===== src/sv/lldf_pkg.sv =====
// ---------------------------------------------------------------------------
// lldf_pkg: shared types and constants for the least-loaded dispatcher
// Payload structs, command/status structs between controller and datapath,
// function and result kind codes.
// ---------------------------------------------------------------------------
package lldf_pkg;

    localparam int NODE_COUNT  = 4;
    localparam int QUEUE_DEPTH = 16;

    localparam int NODE_BITS  = $clog2(NODE_COUNT);
    localparam int CNT_BITS   = $clog2(NODE_COUNT + 1);
    localparam int PTR_BITS   = $clog2(QUEUE_DEPTH);
    localparam int FILL_BITS  = $clog2(QUEUE_DEPTH + 1);
    localparam int ADDR_BITS  = $clog2(NODE_COUNT * QUEUE_DEPTH);
    localparam int MEM_DEPTH  = NODE_COUNT * QUEUE_DEPTH;
    localparam int ID_BITS    = 16;
    localparam int TYPE_BITS  = 2;
    localparam int DONE_BITS  = 16;
    localparam int CFG_BITS   = 3;
    localparam int KIND_BITS  = 3;
    localparam int FUNC_BITS  = 2;
    localparam int ENTRY_BITS = ID_BITS + TYPE_BITS;

    localparam logic [CFG_BITS-1:0] CFG_RESET = CFG_BITS'(4);

    localparam logic [FUNC_BITS-1:0] FUNC_ASSIGN = 2'd0;
    localparam logic [FUNC_BITS-1:0] FUNC_CRASH  = 2'd1;
    localparam logic [FUNC_BITS-1:0] FUNC_RUN    = 2'd2;
    localparam logic [FUNC_BITS-1:0] FUNC_STATUS = 2'd3;

    localparam logic [KIND_BITS-1:0] KIND_ASSIGNED = 3'd0;
    localparam logic [KIND_BITS-1:0] KIND_DROPPED  = 3'd1;
    localparam logic [KIND_BITS-1:0] KIND_EXECUTED = 3'd2;
    localparam logic [KIND_BITS-1:0] KIND_STATUS   = 3'd3;
    localparam logic [KIND_BITS-1:0] KIND_RUN_IDLE = 3'd4;
    localparam logic [KIND_BITS-1:0] KIND_REJECTED = 3'd5;

    typedef struct packed {
        logic [FUNC_BITS-1:0] func;
        logic [ID_BITS-1:0]   task_id;
        logic [TYPE_BITS-1:0] task_type;
        logic [NODE_BITS-1:0] node_index;
    } in_item_t;

    typedef struct packed {
        logic [KIND_BITS-1:0] kind;
        logic [NODE_BITS-1:0] node;
        logic [ID_BITS-1:0]   task_id_res;
        logic [TYPE_BITS-1:0] task_type_res;
        logic                 alive;
        logic [DONE_BITS-1:0] done_count;
        logic                 last;
    } out_item_t;

    typedef struct packed {
        logic                 load_in;
        logic                 dispatch;
        logic                 src_pop;
        logic                 crash_stat;
        logic                 reject;
        logic                 pop;
        logic                 pop_crash;
        logic                 exec;
        logic                 stat;
        logic                 idle;
        logic                 last;
        logic [NODE_BITS-1:0] cur;
    } dp_cmd_t;

    typedef struct packed {
        logic                 emit_ok;
        logic                 reject;
        logic                 idx_fill_zero;
        logic                 cur_work;
        logic                 more_work;
        logic                 last_node;
    } dp_stat_t;

endpackage


===== src/sv/lldf_dp.sv =====
// ---------------------------------------------------------------------------
// lldf_dp: dispatcher datapath
// Per-node queue pointers, alive flags and done counters, the shared task
// memory, least-loaded selection, input latch and result register.
// ---------------------------------------------------------------------------
module lldf_dp (
    input  logic                          aclk,
    input  logic                          aresetn,
    input  lldf_pkg::in_item_t            s_data,
    output lldf_pkg::out_item_t           m_data,
    output logic                          m_valid,
    input  logic                          m_ready,
    input  logic                          cfg_wr_en,
    input  logic [lldf_pkg::CFG_BITS-1:0] cfg_wr_data,
    input  lldf_pkg::dp_cmd_t             cmd,
    output lldf_pkg::dp_stat_t            stat
);

    logic [lldf_pkg::PTR_BITS-1:0]   head_reg  [lldf_pkg::NODE_COUNT];
    logic [lldf_pkg::PTR_BITS-1:0]   head_next [lldf_pkg::NODE_COUNT];
    logic [lldf_pkg::FILL_BITS-1:0]  fill_reg  [lldf_pkg::NODE_COUNT];
    logic [lldf_pkg::FILL_BITS-1:0]  fill_next [lldf_pkg::NODE_COUNT];
    logic [lldf_pkg::DONE_BITS-1:0]  done_reg  [lldf_pkg::NODE_COUNT];
    logic [lldf_pkg::DONE_BITS-1:0]  done_next [lldf_pkg::NODE_COUNT];
    logic [lldf_pkg::NODE_COUNT-1:0] alive_reg, alive_next;
    logic [lldf_pkg::CFG_BITS-1:0]   cfg_reg, cfg_next;
    lldf_pkg::in_item_t              in_reg;
    lldf_pkg::out_item_t             out_reg, out_next;
    logic                            out_valid_reg, out_valid_next;

    logic [lldf_pkg::ENTRY_BITS-1:0] task_store_reg [lldf_pkg::MEM_DEPTH];
    logic [lldf_pkg::ENTRY_BITS-1:0] rd_data_reg;

    logic [lldf_pkg::CNT_BITS-1:0]   n_use;
    logic [lldf_pkg::NODE_COUNT-1:0] work;
    logic                            found;
    logic [lldf_pkg::NODE_BITS-1:0]  sel;
    logic [lldf_pkg::NODE_BITS-1:0]  idx;
    logic [lldf_pkg::NODE_BITS-1:0]  pop_node;
    logic [lldf_pkg::PTR_BITS:0]     slot_sum;
    logic [lldf_pkg::PTR_BITS-1:0]   slot;
    logic [lldf_pkg::ADDR_BITS-1:0]  wr_addr, rd_addr;
    logic [lldf_pkg::ID_BITS-1:0]    src_id;
    logic [lldf_pkg::TYPE_BITS-1:0]  src_type;
    logic                            emit;
    logic                            more;

    assign idx      = in_reg.node_index;
    assign pop_node = cmd.pop_crash ? idx : cmd.cur;
    assign emit     = cmd.dispatch | cmd.crash_stat | cmd.reject |
                      cmd.exec | cmd.stat | cmd.idle;

    always_comb begin
        if (cfg_reg == '0) begin
            n_use = lldf_pkg::CNT_BITS'(1);
        end else if (int'(cfg_reg) > lldf_pkg::NODE_COUNT) begin
            n_use = lldf_pkg::CNT_BITS'(lldf_pkg::NODE_COUNT);
        end else begin
            n_use = lldf_pkg::CNT_BITS'(cfg_reg);
        end
    end

    // least-loaded alive node, lowest index on ties
    always_comb begin
        found = 1'b0;
        sel   = '0;
        more  = 1'b0;
        for (int i = 0; i < lldf_pkg::NODE_COUNT; i++) begin
            work[i] = (i < int'(n_use)) && alive_reg[i] && (fill_reg[i] != '0);
            if (i >= int'(cmd.cur) && work[i]) begin
                more = 1'b1;
            end
            if ((i < int'(n_use)) && alive_reg[i] &&
                (int'(fill_reg[i]) < lldf_pkg::QUEUE_DEPTH)) begin
                if (!found || (fill_reg[i] < fill_reg[sel])) begin
                    found = 1'b1;
                    sel   = lldf_pkg::NODE_BITS'(i);
                end
            end
        end
    end

    always_comb begin
        slot_sum = (lldf_pkg::PTR_BITS+1)'(head_reg[sel]) +
                   (lldf_pkg::PTR_BITS+1)'(fill_reg[sel]);
        if (int'(slot_sum) >= lldf_pkg::QUEUE_DEPTH) begin
            slot = lldf_pkg::PTR_BITS'(slot_sum -
                   (lldf_pkg::PTR_BITS+1)'(lldf_pkg::QUEUE_DEPTH));
        end else begin
            slot = lldf_pkg::PTR_BITS'(slot_sum);
        end
        wr_addr = lldf_pkg::ADDR_BITS'(sel) * lldf_pkg::ADDR_BITS'(lldf_pkg::QUEUE_DEPTH)
                + lldf_pkg::ADDR_BITS'(slot);
        rd_addr = lldf_pkg::ADDR_BITS'(pop_node)
                * lldf_pkg::ADDR_BITS'(lldf_pkg::QUEUE_DEPTH)
                + lldf_pkg::ADDR_BITS'(head_reg[pop_node]);
    end

    always_comb begin
        if (cmd.src_pop) begin
            src_id   = rd_data_reg[lldf_pkg::ENTRY_BITS-1:lldf_pkg::TYPE_BITS];
            src_type = rd_data_reg[lldf_pkg::TYPE_BITS-1:0];
        end else begin
            src_id   = in_reg.task_id;
            src_type = in_reg.task_type;
        end
    end

    always_comb begin
        head_next  = head_reg;
        fill_next  = fill_reg;
        done_next  = done_reg;
        alive_next = alive_reg;
        cfg_next   = cfg_wr_en ? cfg_wr_data : cfg_reg;

        if (cmd.dispatch && found) begin
            fill_next[sel] = fill_reg[sel] + lldf_pkg::FILL_BITS'(1);
        end
        if (cmd.pop) begin
            fill_next[pop_node] = fill_reg[pop_node] - lldf_pkg::FILL_BITS'(1);
            if (cmd.pop_crash && (fill_reg[pop_node] == lldf_pkg::FILL_BITS'(1))) begin
                head_next[pop_node] = '0;
            end else if (int'(head_reg[pop_node]) == lldf_pkg::QUEUE_DEPTH - 1) begin
                head_next[pop_node] = '0;
            end else begin
                head_next[pop_node] = head_reg[pop_node] + lldf_pkg::PTR_BITS'(1);
            end
        end
        if (cmd.crash_stat) begin
            alive_next[idx] = 1'b0;
            if (fill_reg[idx] == '0) begin
                head_next[idx] = '0;
            end
        end
        if (cmd.exec && (done_reg[cmd.cur] != '1)) begin
            done_next[cmd.cur] = done_reg[cmd.cur] + lldf_pkg::DONE_BITS'(1);
        end
    end

    always_comb begin
        out_next      = '0;
        out_next.last = cmd.last;
        if (cmd.dispatch) begin
            out_next.kind          = found ? lldf_pkg::KIND_ASSIGNED : lldf_pkg::KIND_DROPPED;
            out_next.node          = found ? sel : '0;
            out_next.task_id_res   = src_id;
            out_next.task_type_res = src_type;
        end else if (cmd.reject) begin
            out_next.kind = lldf_pkg::KIND_REJECTED;
            out_next.node = idx;
        end else if (cmd.crash_stat) begin
            out_next.kind       = lldf_pkg::KIND_STATUS;
            out_next.node       = idx;
            out_next.done_count = done_reg[idx];
        end else if (cmd.exec) begin
            out_next.kind          = lldf_pkg::KIND_EXECUTED;
            out_next.node          = cmd.cur;
            out_next.task_id_res   = rd_data_reg[lldf_pkg::ENTRY_BITS-1:lldf_pkg::TYPE_BITS];
            out_next.task_type_res = rd_data_reg[lldf_pkg::TYPE_BITS-1:0];
        end else if (cmd.stat) begin
            out_next.kind       = lldf_pkg::KIND_STATUS;
            out_next.node       = cmd.cur;
            out_next.alive      = alive_reg[cmd.cur];
            out_next.done_count = done_reg[cmd.cur];
        end else begin
            out_next.kind = lldf_pkg::KIND_RUN_IDLE;
        end
        if (emit) begin
            out_valid_next = 1'b1;
        end else if (m_ready) begin
            out_valid_next = 1'b0;
        end else begin
            out_valid_next = out_valid_reg;
        end
    end

    always_ff @(posedge aclk) begin
        if (!aresetn) begin
            for (int i = 0; i < lldf_pkg::NODE_COUNT; i++) begin
                head_reg[i] <= '0;
                fill_reg[i] <= '0;
                done_reg[i] <= '0;
            end
            alive_reg     <= '1;
            cfg_reg       <= lldf_pkg::CFG_RESET;
            out_valid_reg <= 1'b0;
        end else begin
            head_reg      <= head_next;
            fill_reg      <= fill_next;
            done_reg      <= done_next;
            alive_reg     <= alive_next;
            cfg_reg       <= cfg_next;
            out_valid_reg <= out_valid_next;
        end
    end

    always_ff @(posedge aclk) begin
        if (cmd.load_in) begin
            in_reg <= s_data;
        end
        if (emit) begin
            out_reg <= out_next;
        end
    end

    always_ff @(posedge aclk) begin
        if (cmd.dispatch && found) begin
            task_store_reg[wr_addr] <= {src_id, src_type};
        end
        if (cmd.pop) begin
            rd_data_reg <= task_store_reg[rd_addr];
        end
    end

    assign m_data  = out_reg;
    assign m_valid = out_valid_reg;

    assign stat.emit_ok       = !out_valid_reg || m_ready;
    assign stat.reject        = int'(idx) >= int'(n_use);
    assign stat.idx_fill_zero = fill_reg[idx] == '0;
    assign stat.cur_work      = work[cmd.cur];
    assign stat.more_work     = more;
    assign stat.last_node     = int'(cmd.cur) == int'(n_use) - 1;

    a_emit_free: assert property (@(posedge aclk) disable iff (!aresetn)
        emit |-> (!out_valid_reg || m_ready))
        else $error("result register overwritten");

    a_pop_nonempty: assert property (@(posedge aclk) disable iff (!aresetn)
        cmd.pop |-> (fill_reg[pop_node] != '0))
        else $error("pop from empty queue");

    a_failover_dead: assert property (@(posedge aclk) disable iff (!aresetn)
        (cmd.dispatch && cmd.src_pop) |-> !alive_reg[idx])
        else $error("failover from a live node");

endmodule


===== src/sv/lldf_ctrl.sv =====
// ---------------------------------------------------------------------------
// lldf_ctrl: dispatcher controller
// Decodes each transaction and sequences assign, crash failover, queue
// drain and status report steps on the datapath.
// ---------------------------------------------------------------------------
module lldf_ctrl (
    input  logic                           aclk,
    input  logic                           aresetn,
    input  logic                           s_valid,
    output logic                           s_ready,
    input  logic [lldf_pkg::FUNC_BITS-1:0] s_func,
    output lldf_pkg::dp_cmd_t              cmd,
    input  lldf_pkg::dp_stat_t             stat
);

    localparam logic [2:0] ST_IDLE  = 3'd0;
    localparam logic [2:0] ST_ASG   = 3'd1;
    localparam logic [2:0] ST_CST   = 3'd2;
    localparam logic [2:0] ST_CRD   = 3'd3;
    localparam logic [2:0] ST_CDSP  = 3'd4;
    localparam logic [2:0] ST_RSCAN = 3'd5;
    localparam logic [2:0] ST_REMIT = 3'd6;
    localparam logic [2:0] ST_STAT  = 3'd7;

    logic [2:0]                     state_reg, state_next;
    logic [lldf_pkg::NODE_BITS-1:0] cur_reg, cur_next;

    always_comb begin
        state_next = state_reg;
        cur_next   = cur_reg;
        cmd        = '0;
        cmd.cur    = cur_reg;
        s_ready    = 1'b0;
        case (state_reg)
            ST_IDLE: begin
                s_ready = 1'b1;
                if (s_valid) begin
                    cmd.load_in = 1'b1;
                    cur_next    = '0;
                    case (s_func)
                        lldf_pkg::FUNC_ASSIGN: state_next = ST_ASG;
                        lldf_pkg::FUNC_CRASH:  state_next = ST_CST;
                        lldf_pkg::FUNC_RUN:    state_next = ST_RSCAN;
                        default:               state_next = ST_STAT;
                    endcase
                end
            end
            ST_ASG: begin
                if (stat.emit_ok) begin
                    cmd.dispatch = 1'b1;
                    cmd.last     = 1'b1;
                    state_next   = ST_IDLE;
                end
            end
            ST_CST: begin
                if (stat.emit_ok) begin
                    if (stat.reject) begin
                        cmd.reject = 1'b1;
                        cmd.last   = 1'b1;
                        state_next = ST_IDLE;
                    end else begin
                        cmd.crash_stat = 1'b1;
                        cmd.last       = stat.idx_fill_zero;
                        state_next     = stat.idx_fill_zero ? ST_IDLE : ST_CRD;
                    end
                end
            end
            ST_CRD: begin
                cmd.pop       = 1'b1;
                cmd.pop_crash = 1'b1;
                state_next    = ST_CDSP;
            end
            ST_CDSP: begin
                if (stat.emit_ok) begin
                    cmd.dispatch = 1'b1;
                    cmd.src_pop  = 1'b1;
                    cmd.last     = stat.idx_fill_zero;
                    state_next   = stat.idx_fill_zero ? ST_IDLE : ST_CRD;
                end
            end
            ST_RSCAN: begin
                if (!stat.more_work) begin
                    if (stat.emit_ok) begin
                        cmd.idle   = 1'b1;
                        cmd.last   = 1'b1;
                        state_next = ST_IDLE;
                    end
                end else if (stat.cur_work) begin
                    cmd.pop    = 1'b1;
                    state_next = ST_REMIT;
                end else begin
                    cur_next = cur_reg + lldf_pkg::NODE_BITS'(1);
                end
            end
            ST_REMIT: begin
                if (stat.emit_ok) begin
                    cmd.exec   = 1'b1;
                    cmd.last   = !stat.more_work;
                    state_next = stat.more_work ? ST_RSCAN : ST_IDLE;
                end
            end
            ST_STAT: begin
                if (stat.emit_ok) begin
                    cmd.stat   = 1'b1;
                    cmd.last   = stat.last_node;
                    cur_next   = cur_reg + lldf_pkg::NODE_BITS'(1);
                    state_next = stat.last_node ? ST_IDLE : ST_STAT;
                end
            end
            default: begin
                state_next = ST_IDLE;
            end
        endcase
    end

    always_ff @(posedge aclk) begin
        if (!aresetn) begin
            state_reg <= ST_IDLE;
            cur_reg   <= '0;
        end else begin
            state_reg <= state_next;
            cur_reg   <= cur_next;
        end
    end

    a_accept_leaves_idle: assert property (@(posedge aclk) disable iff (!aresetn)
        (s_valid && s_ready) |=> (state_reg != ST_IDLE))
        else $error("transaction accepted without starting work");

    a_final_goes_idle: assert property (@(posedge aclk) disable iff (!aresetn)
        (cmd.last && (state_reg != ST_IDLE)) |=> (state_reg == ST_IDLE))
        else $error("final result issued while work remains");

    a_scan_has_work: assert property (@(posedge aclk) disable iff (!aresetn)
        ((state_reg == ST_REMIT) && ($past(state_reg) != ST_REMIT)) |-> $past(cmd.pop))
        else $error("execute step without a queue read");

endmodule


===== src/sv/least_loaded_dispatcher_failover.sv =====
// ---------------------------------------------------------------------------
// least_loaded_dispatcher_failover: join-shortest-queue task dispatcher
// Per-node task queues with least-loaded placement, crash failover,
// queue drain and status report.
//
//   Channel  Ports                      Direction  Content
//   input    s_valid/s_ready/s_data     in         func, task, node to crash
//   result   m_valid/m_ready/m_data     out        one or more per transaction
//   config   cfg_wr_en/cfg_wr_data      in         active_nodes register
//
// Assign: accept, then select and write. Crash: accept, status, then a read
// and a dispatch per moved task. Run: accept, a scan step per node without work
// passed before the last busy one, a read then a result per executed task; an
// idle run gives one idle result. Status: one result per node in use. Results
// wait in one register; a stalled one holds up the next. s_ready is high in idle.
// Reset (aresetn low, synchronous) empties all queues and revives all nodes.
// ---------------------------------------------------------------------------
module least_loaded_dispatcher_failover (
    input  logic                          aclk,
    input  logic                          aresetn,
    input  logic                          s_valid,
    output logic                          s_ready,
    input  lldf_pkg::in_item_t            s_data,
    output logic                          m_valid,
    input  logic                          m_ready,
    output lldf_pkg::out_item_t           m_data,
    input  logic                          cfg_wr_en,
    input  logic [lldf_pkg::CFG_BITS-1:0] cfg_wr_data
);

    lldf_pkg::dp_cmd_t  cmd;
    lldf_pkg::dp_stat_t stat;

    lldf_ctrl u_ctrl (
        .aclk    (aclk),
        .aresetn (aresetn),
        .s_valid (s_valid),
        .s_ready (s_ready),
        .s_func  (s_data.func),
        .cmd     (cmd),
        .stat    (stat)
    );

    lldf_dp u_dp (
        .aclk        (aclk),
        .aresetn     (aresetn),
        .s_data      (s_data),
        .m_data      (m_data),
        .m_valid     (m_valid),
        .m_ready     (m_ready),
        .cfg_wr_en   (cfg_wr_en),
        .cfg_wr_data (cfg_wr_data),
        .cmd         (cmd),
        .stat        (stat)
    );

endmodule


===== config.mk =====
export PLATFORM = sky130hd
export DESIGN_NAME = least_loaded_dispatcher_failover
export DESIGN_NICKNAME = d
export VERILOG_FILES = /design/src/sv/lldf_pkg.sv /design/src/sv/lldf_dp.sv /design/src/sv/lldf_ctrl.sv /design/src/sv/least_loaded_dispatcher_failover.sv
export SDC_FILE = /design/constraint.sdc
export NUM_CORES = 2
export LEC_CHECK = 0
export ABC_AREA = 0
export BUFFER_PORTS_ARGS = -buffer_cell sky130_fd_sc_hd__buf_2
export CELL_PAD_IN_SITES_DETAIL_PLACEMENT = 2
export CELL_PAD_IN_SITES_GLOBAL_PLACEMENT = 2
export CORE_MARGIN = 4
export CORE_UTILIZATION = 50
export CTS_BUF_LIST = sky130_fd_sc_hd__clkbuf_4 sky130_fd_sc_hd__clkbuf_8
export DETAILED_ROUTE_END_ITERATION = 8
export PLACE_DENSITY_LB_ADDON = 0.1
export SYNTH_ARGS = -nofsm -noshare
export SYNTH_HDL_FRONTEND = slang
export SYNTH_SLANG_ARGS = --single-unit
export TNS_END_PERCENT = 5

===== constraint.sdc =====
create_clock -name aclk -period 25 [get_ports aclk]
set_input_delay 3.75 -clock aclk [delete_from_list [all_inputs] [get_ports aclk]]
set_output_delay 3.75 -clock aclk [all_outputs]
set_load 0.05 [all_outputs]

; ---- Yosys cells after proc, flatten, opt, wreduce, memory -nomap -nowiden
; Memory sizes are Yosys's and may differ from the RTL's. A register that Yosys moved wholly into a read port is not among the register bits.
; Index checks and enable logic that the tools add are counted.
[totals]
reg_bits = 174
latchBits = 0
ramBits = 1152
mem_bits_ro = 0
inputBits = 30
out_inout_bits = 43
word_cells = 292
mem_count = 1
[memory_table]
columns = name, depth, width, rd, rd_clocked_by_memory_dff, write_ports, line
row1 = u_dp.task_store_reg, 64, 18, 1, 1, 1, lldf_dp.sv:31  ; logic [lldf_pkg::ENTRY_BITS-1:0] task_store_reg [lldf_pkg::MEM_DEPTH];
[op_classes]
add_sub_neg = 10
n_mul = 0
div = 0
n_lt_le_gt_ge = 30
eq_ne = 21
shifts = 0
mux = 139
bitwise_logic = 18
n_reduce_logical = 46
[op_table]
columns = cell, n
row1 = 16-bit 2-to-1 mux, 12
row2 = 5-bit 2-to-1 mux, 15
row3 = 16-bit binary-select mux with 2-bit select, 2
row4 = 64-bit bitwise mux, 1
row5 = 5-bit binary-select mux with 2-bit select, 5
row6 = 3-bit 2-to-1 mux, 14
row7 = 20-bit bitwise mux, 2
row8 = 20-bit 2-to-1 mux, 2
row9 = 1-bit 2-to-1 mux, 38
row10 = 2-bit 2-to-1 mux, 18
row11 = 35-bit 2-to-1 mux, 1
row12 = 17-bit 2-to-1 mux, 2
row13 = 16-bit bitwise AND, 2
row14 = 16-bit demux with 2-bit select, 1
row15 = 3-bit by 32-bit == test with 1-bit output, 1
row16 = 16-bit inverter, 2
row17 = 4-bit 2-to-1 mux, 7
row18 = 3-bit one-hot mux with 8 select lines, 1
row19 = 1-bit logical AND, 23
row20 = 23-bit 2-to-1 mux, 1
row21 = 5-bit demux with 2-bit select, 2
row22 = 5-bit less-than comparator (second input constant), 4
row23 = 5-bit nonzero test, 4
row24 = 19-bit 2-to-1 mux, 1
row25 = other kinds (58), 103

; ---- Longest topological paths before layout
[logic_depth]
depth_word = 36
mapped_depth = 31
mapped_depth_nobuf = 29

; ---- Modules after synthesis
; Synthesis repeated with hierarchy kept, for this count alone.
[unflattened]
cells_unflattened = 3876
area_unflattened_um2 = 56769.4
[by_module_without_submodules]
columns = module, instances, cells_each, area_per_inst_um2, seq_area_each_um2
row1 = lldf_dp, 1, 3789, 56178.9, 39127.5
row2 = lldf_ctrl, 1, 87, 590.6, 100.1

; ---- Worst setup path after synthesis
; Ideal clock, no wire load.
[synth_path]
kind = reg2reg
startpoint = register u_dp.fill_reg[17] (netlist bit)
endpoint = memory u_dp.task_store_reg[0][0] (netlist bit) (enable)
setup_ns = 0.439
arrival_time_ns = 8.129
t_required_ns = 24.561
setup_slack_ns = 16.432
stages_incl_launch_ff = 29
path_buffers = 3
synth_period_minus_slack_ns = 8.568
cell_sequence = dfxtp_1 > inv_1 > ha_1 > and4_1 > o21ai_0 > a21o_1 > nand2_1 > buf_2 > mux2i_1 > ha_1 > a21oi_1 > o21ai_0 > nor2_1 > o21a_1 > nand2_1 > mux2_2 > ha_1 > and2_0 > a221oi_1 > a22oi_1 > a2bb2oi_1 > o21a_1 > buf_1 > mux2_2 > ha_1 > fa_1 > or3_1 > buf_1 > nor4_1
[synth_between]
elab_chain_len = 31
elab_cells_between_ends = 47
cone_classes = add/sub (3) / order compare (5) / mux (28) / bitwise (3) / reduce/logical (8)
[synth_lines]
columns = item, line
row1 = "start, declared", lldf_dp.sv:21  ; logic [lldf_pkg::FILL_BITS-1:0] fill_reg [lldf_pkg::NODE_COUNT];
row2 = "start signal, assigned", lldf_dp.sv:189  ; fill_reg <= fill_next;
row3 = 5-bit less-than comparator, lldf_dp.sv:74  ; (int'(fill_reg[i]) < lldf_pkg::QUEUE_DEPTH)) begin
row4 = 1-bit logical AND, lldf_dp.sv:73  ; if ((i < int'(n_use)) && alive_reg[i] &&
row5 = 1-bit 2-to-1 mux, lldf_dp.sv:73
row6 = 1-bit zero test, lldf_dp.sv:75  ; if (!found || (fill_reg[i] < fill_reg[sel])) begin
row7 = 1-bit logical OR, lldf_dp.sv:75
row8 = 1-bit 2-to-1 mux, lldf_dp.sv:75
row9 = 2-bit 2-to-1 mux, lldf_dp.sv:73
row10 = 2-bit inverter with 3-bit output (not written as such), lldf_dp.sv:75
row11 = [14 not listed], --
row12 = 2-bit 2-to-1 mux, lldf_dp.sv:73
row13 = 2-bit inverter with 3-bit output (not written as such), "lldf_dp.sv:84, lldf_dp.sv:85"
row14 = 4-bit binary-select mux with 2-bit select / 5-bit binary-select mux with 2-bit select (equally long branches), "lldf_dp.sv:84, lldf_dp.sv:85"
row15 = 4-bit 2-to-1 mux (not written as such) / 5-bit 2-to-1 mux (equally long branches) (2 in series), "lldf_dp.sv:84, lldf_dp.sv:85"
row16 = 4-bit by 5-bit adder with 5-bit output, lldf_dp.sv:84  ; slot_sum = (lldf_pkg::PTR_BITS+1)'(head_reg[sel]) +
row17 = 4-bit by 1-bit subtractor with 4-bit output / 5-bit greater-or-equal comparator (equally long branches), "lldf_dp.sv:87, lldf_dp.sv:86"
row18 = 4-bit 2-to-1 mux, lldf_dp.sv:86  ; if (int'(slot_sum) >= lldf_pkg::QUEUE_DEPTH) begin
row19 = 6-bit by 4-bit adder with 6-bit output, lldf_dp.sv:93  ; + lldf_pkg::ADDR_BITS'(slot);
row20 = "end, declared", lldf_dp.sv:31
; Several ways; a longest one is shown, not always the timed one. The select of a mux whose other input is x is not followed.

; ---- Worst setup path in the final report
[layout_path]
startpoint = register u_dp.fill_reg[17] (netlist bit)
endpoint = memory u_dp.task_store_reg[27][0] (netlist bit) (enable)
; Same word-level chain as after synthesis.

==> results.ini <==
[floorplanning]
core_area_mm2=0.1110
initial_core_util=0.5051
dieHeight_um=342.8
die_w_um=342.8
dieArea_mm2=0.1175
rows=122
io_pins=73

[cts]
ctsHoldBuffers=0
cts_buffer_depth=3
cts_buffers=218
cts-root-buf=clkbuf_8
cts_setup_buffers=0
cts_sinks=1344
cts_resized=0
clkLatencyLatePin_ns=0.97
clk_pin_slew_ns=0.07
cts_max_level=4
cts_tree=built

[sta]
slew_headroom=0.01372
whs_ns=0.5231
worst_pin_slew_ns=1.473
finalSetupViolCount=0
slew_viol_final=0
fin_crit_sh=0.4150
fin_skew_ns=0.05739
max_clock_freq_mhz=96.39
timing.final.crit_period_ns=10.37
rsz0062_at_grt=false
fin_setup_tns_ns=0
hold_viol=0

[power_and_ir_drop]
p_leak_nw=21.63
power_w=0.006803
p_per_area_mw_per_mm2=108.6
ir_drop_v=0.0001371

[placed_design]
dp.cells=5977
portBuffers=72
dp_hpwl_um=138400
place_congestion=0.8891

[worst_setup_path]
critPathTopFamily=simple AND/OR/NAND/NOR gates
rrSetupSlack_ns=14.63
r2r_cells=27
critPathKind=reg -> reg
startpoint_type=flop
slowest_stage=nor4_2
critPathArrivalTime_ns=11.00
cp-end-kind=flop
required_ns=25.63
cp_max_fo=16
reg2reg_to=u_dp.task_store_reg[27][0]
worstPathBufferInverterCount=4
r2r-start=u_dp.fill_reg[17]
cpPeakStageDelay_ns=1.34

[status]
status=finished clean

[synth]
syn_inst=4569
synth_ff_type=edfxtp_1
yosysWarnings=0
netlist_area_mm2=0.05605
synth_edf_count=1231
synth_nets=4627
synthArstFlopShare=0
ys_ff_latch=1344
yosysTopAreaCell=edfxtp_1
yosysMostFrequentCell=edfxtp_1
yosysSeqAreaShare=0.6998
avgSynthCellArea_um2=12.27
ys_types=77
synth_common_cells=edfxtp_1, nand2_1, nand3_1
synthTopCellsByArea=edfxtp_1, nand2_1, nand3_1
yosys.area.top_type_share=0.6595

[final_layout]
layout-drive-gt1-share=0.1443
areaGrowthSynthToFinish_pct=11.74
layout.cells.non_filler=6396
largest_reg_flops=1152
fin_nets=4769

[routing]
avgViaCountPerCell=6.885
num_vias=44037
routedWlPerCell_um=39.33
drc=0
drtAntennaViolNets=0
wirelength_um=251600
drt_iter0_drc=6411
drt-pass1-iter-count=6

[hold_path]
min_to=u_dp.done_reg[16]
holdCritStartpoint=u_dp.done_reg[16]
hold_path_class=reg -> reg
hold-path-cell-count=2

[flow_run]
cap_violations=0

[global_route]
track_usage=0.4251
grt_pass1_wl_um=355300
grt-ovfl-total=0
grt_max_degree=192
antenna_found_initial=35
grt_pass1_vias=46398

cell families after synthesis:
kind of cell | after synthesis | synth area share
AO/OA/AOI/OAI | 233 | 0.02850
XOR/XNOR | 44 | 0.007009
adder cells (fa/ha/maj) | 28 | 0.006384
buffers and inverters | 318 | 0.02665
flip-flops | 1344 | 0.6998
multiplexers | 135 | 0.03384
AND/OR/NAND/NOR | 2467 | 0.1978
power breakdown:
part | switching, W | internal, W
sequential | 0.0000601 | 0.00283
clock | 0.00101 | 0.000970
combinational | 0.00159 | 0.000337
total | 0.00266 | 0.00414
worst max path at each step:
stage,from,to,slack (ns),depth (start not counted)
4_1_cts,u_dp.fill_reg[17],u_dp.task_store_reg[27][0],15.04,26
5_1_grt,u_dp.fill_reg[17],u_dp.task_store_reg[27][8],14.31,26
6_report,u_dp.fill_reg[17],u_dp.task_store_reg[27][0],14.63,27
3_3_place_gp,u_dp.fill_reg[19],u_dp.task_store_reg[19][0],16.11,25
2_1_floorplan,u_dp.fill_reg[17],u_dp.task_store_reg[0][0],16.43,28
3_5_place_dp,u_dp.fill_reg[19],u_dp.task_store_reg[27][12],15.56,27
metal layers:
metal	GRT usage	vias to the layer above	routed length (um)
li1	-	16991	-
met1	0.5075	22671	89140
met2	0.6735	3324	118200
met3	0.1242	1023	26190
met4	0.2801	28	17820
met5	0.0008170	-	179
layout by cell type (no fill, tap or decap), types with 6 or more instances in the layout:
master,Yosys,routed
a211oi_1,32,32
a21o_1,8,8
a21oi_1,47,47
a22o_1,11,11
a311oi_1,6,6
a32o_1,18,18
and2_1,17,16
and4_1,20,20
buf_2,107,72
buf_4,14,138
clkbuf_4,0,67
clkbuf_8,0,232
clkinv_1,0,66
clkinv_2,0,25
dfxtp_1,113,112
diode_2,0,21
edfxtp_1,1231,1231
ha_1,27,27
inv_1,24,22
mux2_2,32,30
mux2i_1,62,62
mux4_2,39,39
nand2_1,1225,1225
nand2b_1,12,12
nand3_1,881,881
nand4_1,78,78
nor2_1,120,120
nor3_1,45,9
nor3_2,2,38
nor4_2,2,23
o21a_1,6,6
o21ai_0,59,58
xnor2_1,23,23
xor2_1,20,18
through the flow:
step           instance area (um2)  setup WS (ns)    util
4_1_cts                      62550          15.04  0.5637
2_1_floorplan                56050          16.43       -
3_3_place_gp                 58390          16.11  0.5261
3_5_place_dp                 58390          15.56  0.5261
5_1_grt                      62600          14.31  0.5641
6_report                     62630          14.63  0.5644
cell type report:
type,count,area (um2)
repair buffers,214,1465
flip-flops and latches,1344,39230
diodes,21,52.55
fillers,10242,48340
clock inverters,98,483.0
inverters,26,112.6
multi-input cells,2907,15750
well taps,1488,1862
clock buffers,298,3682
worst min-delay path, cell delays in order (launching register included):
cell and delay [ns]:
dfxtp_1 0.32, nor2_1 0.10, a211oi_1 0.05
No activity file was read; power rests on OpenSTA's default activity.
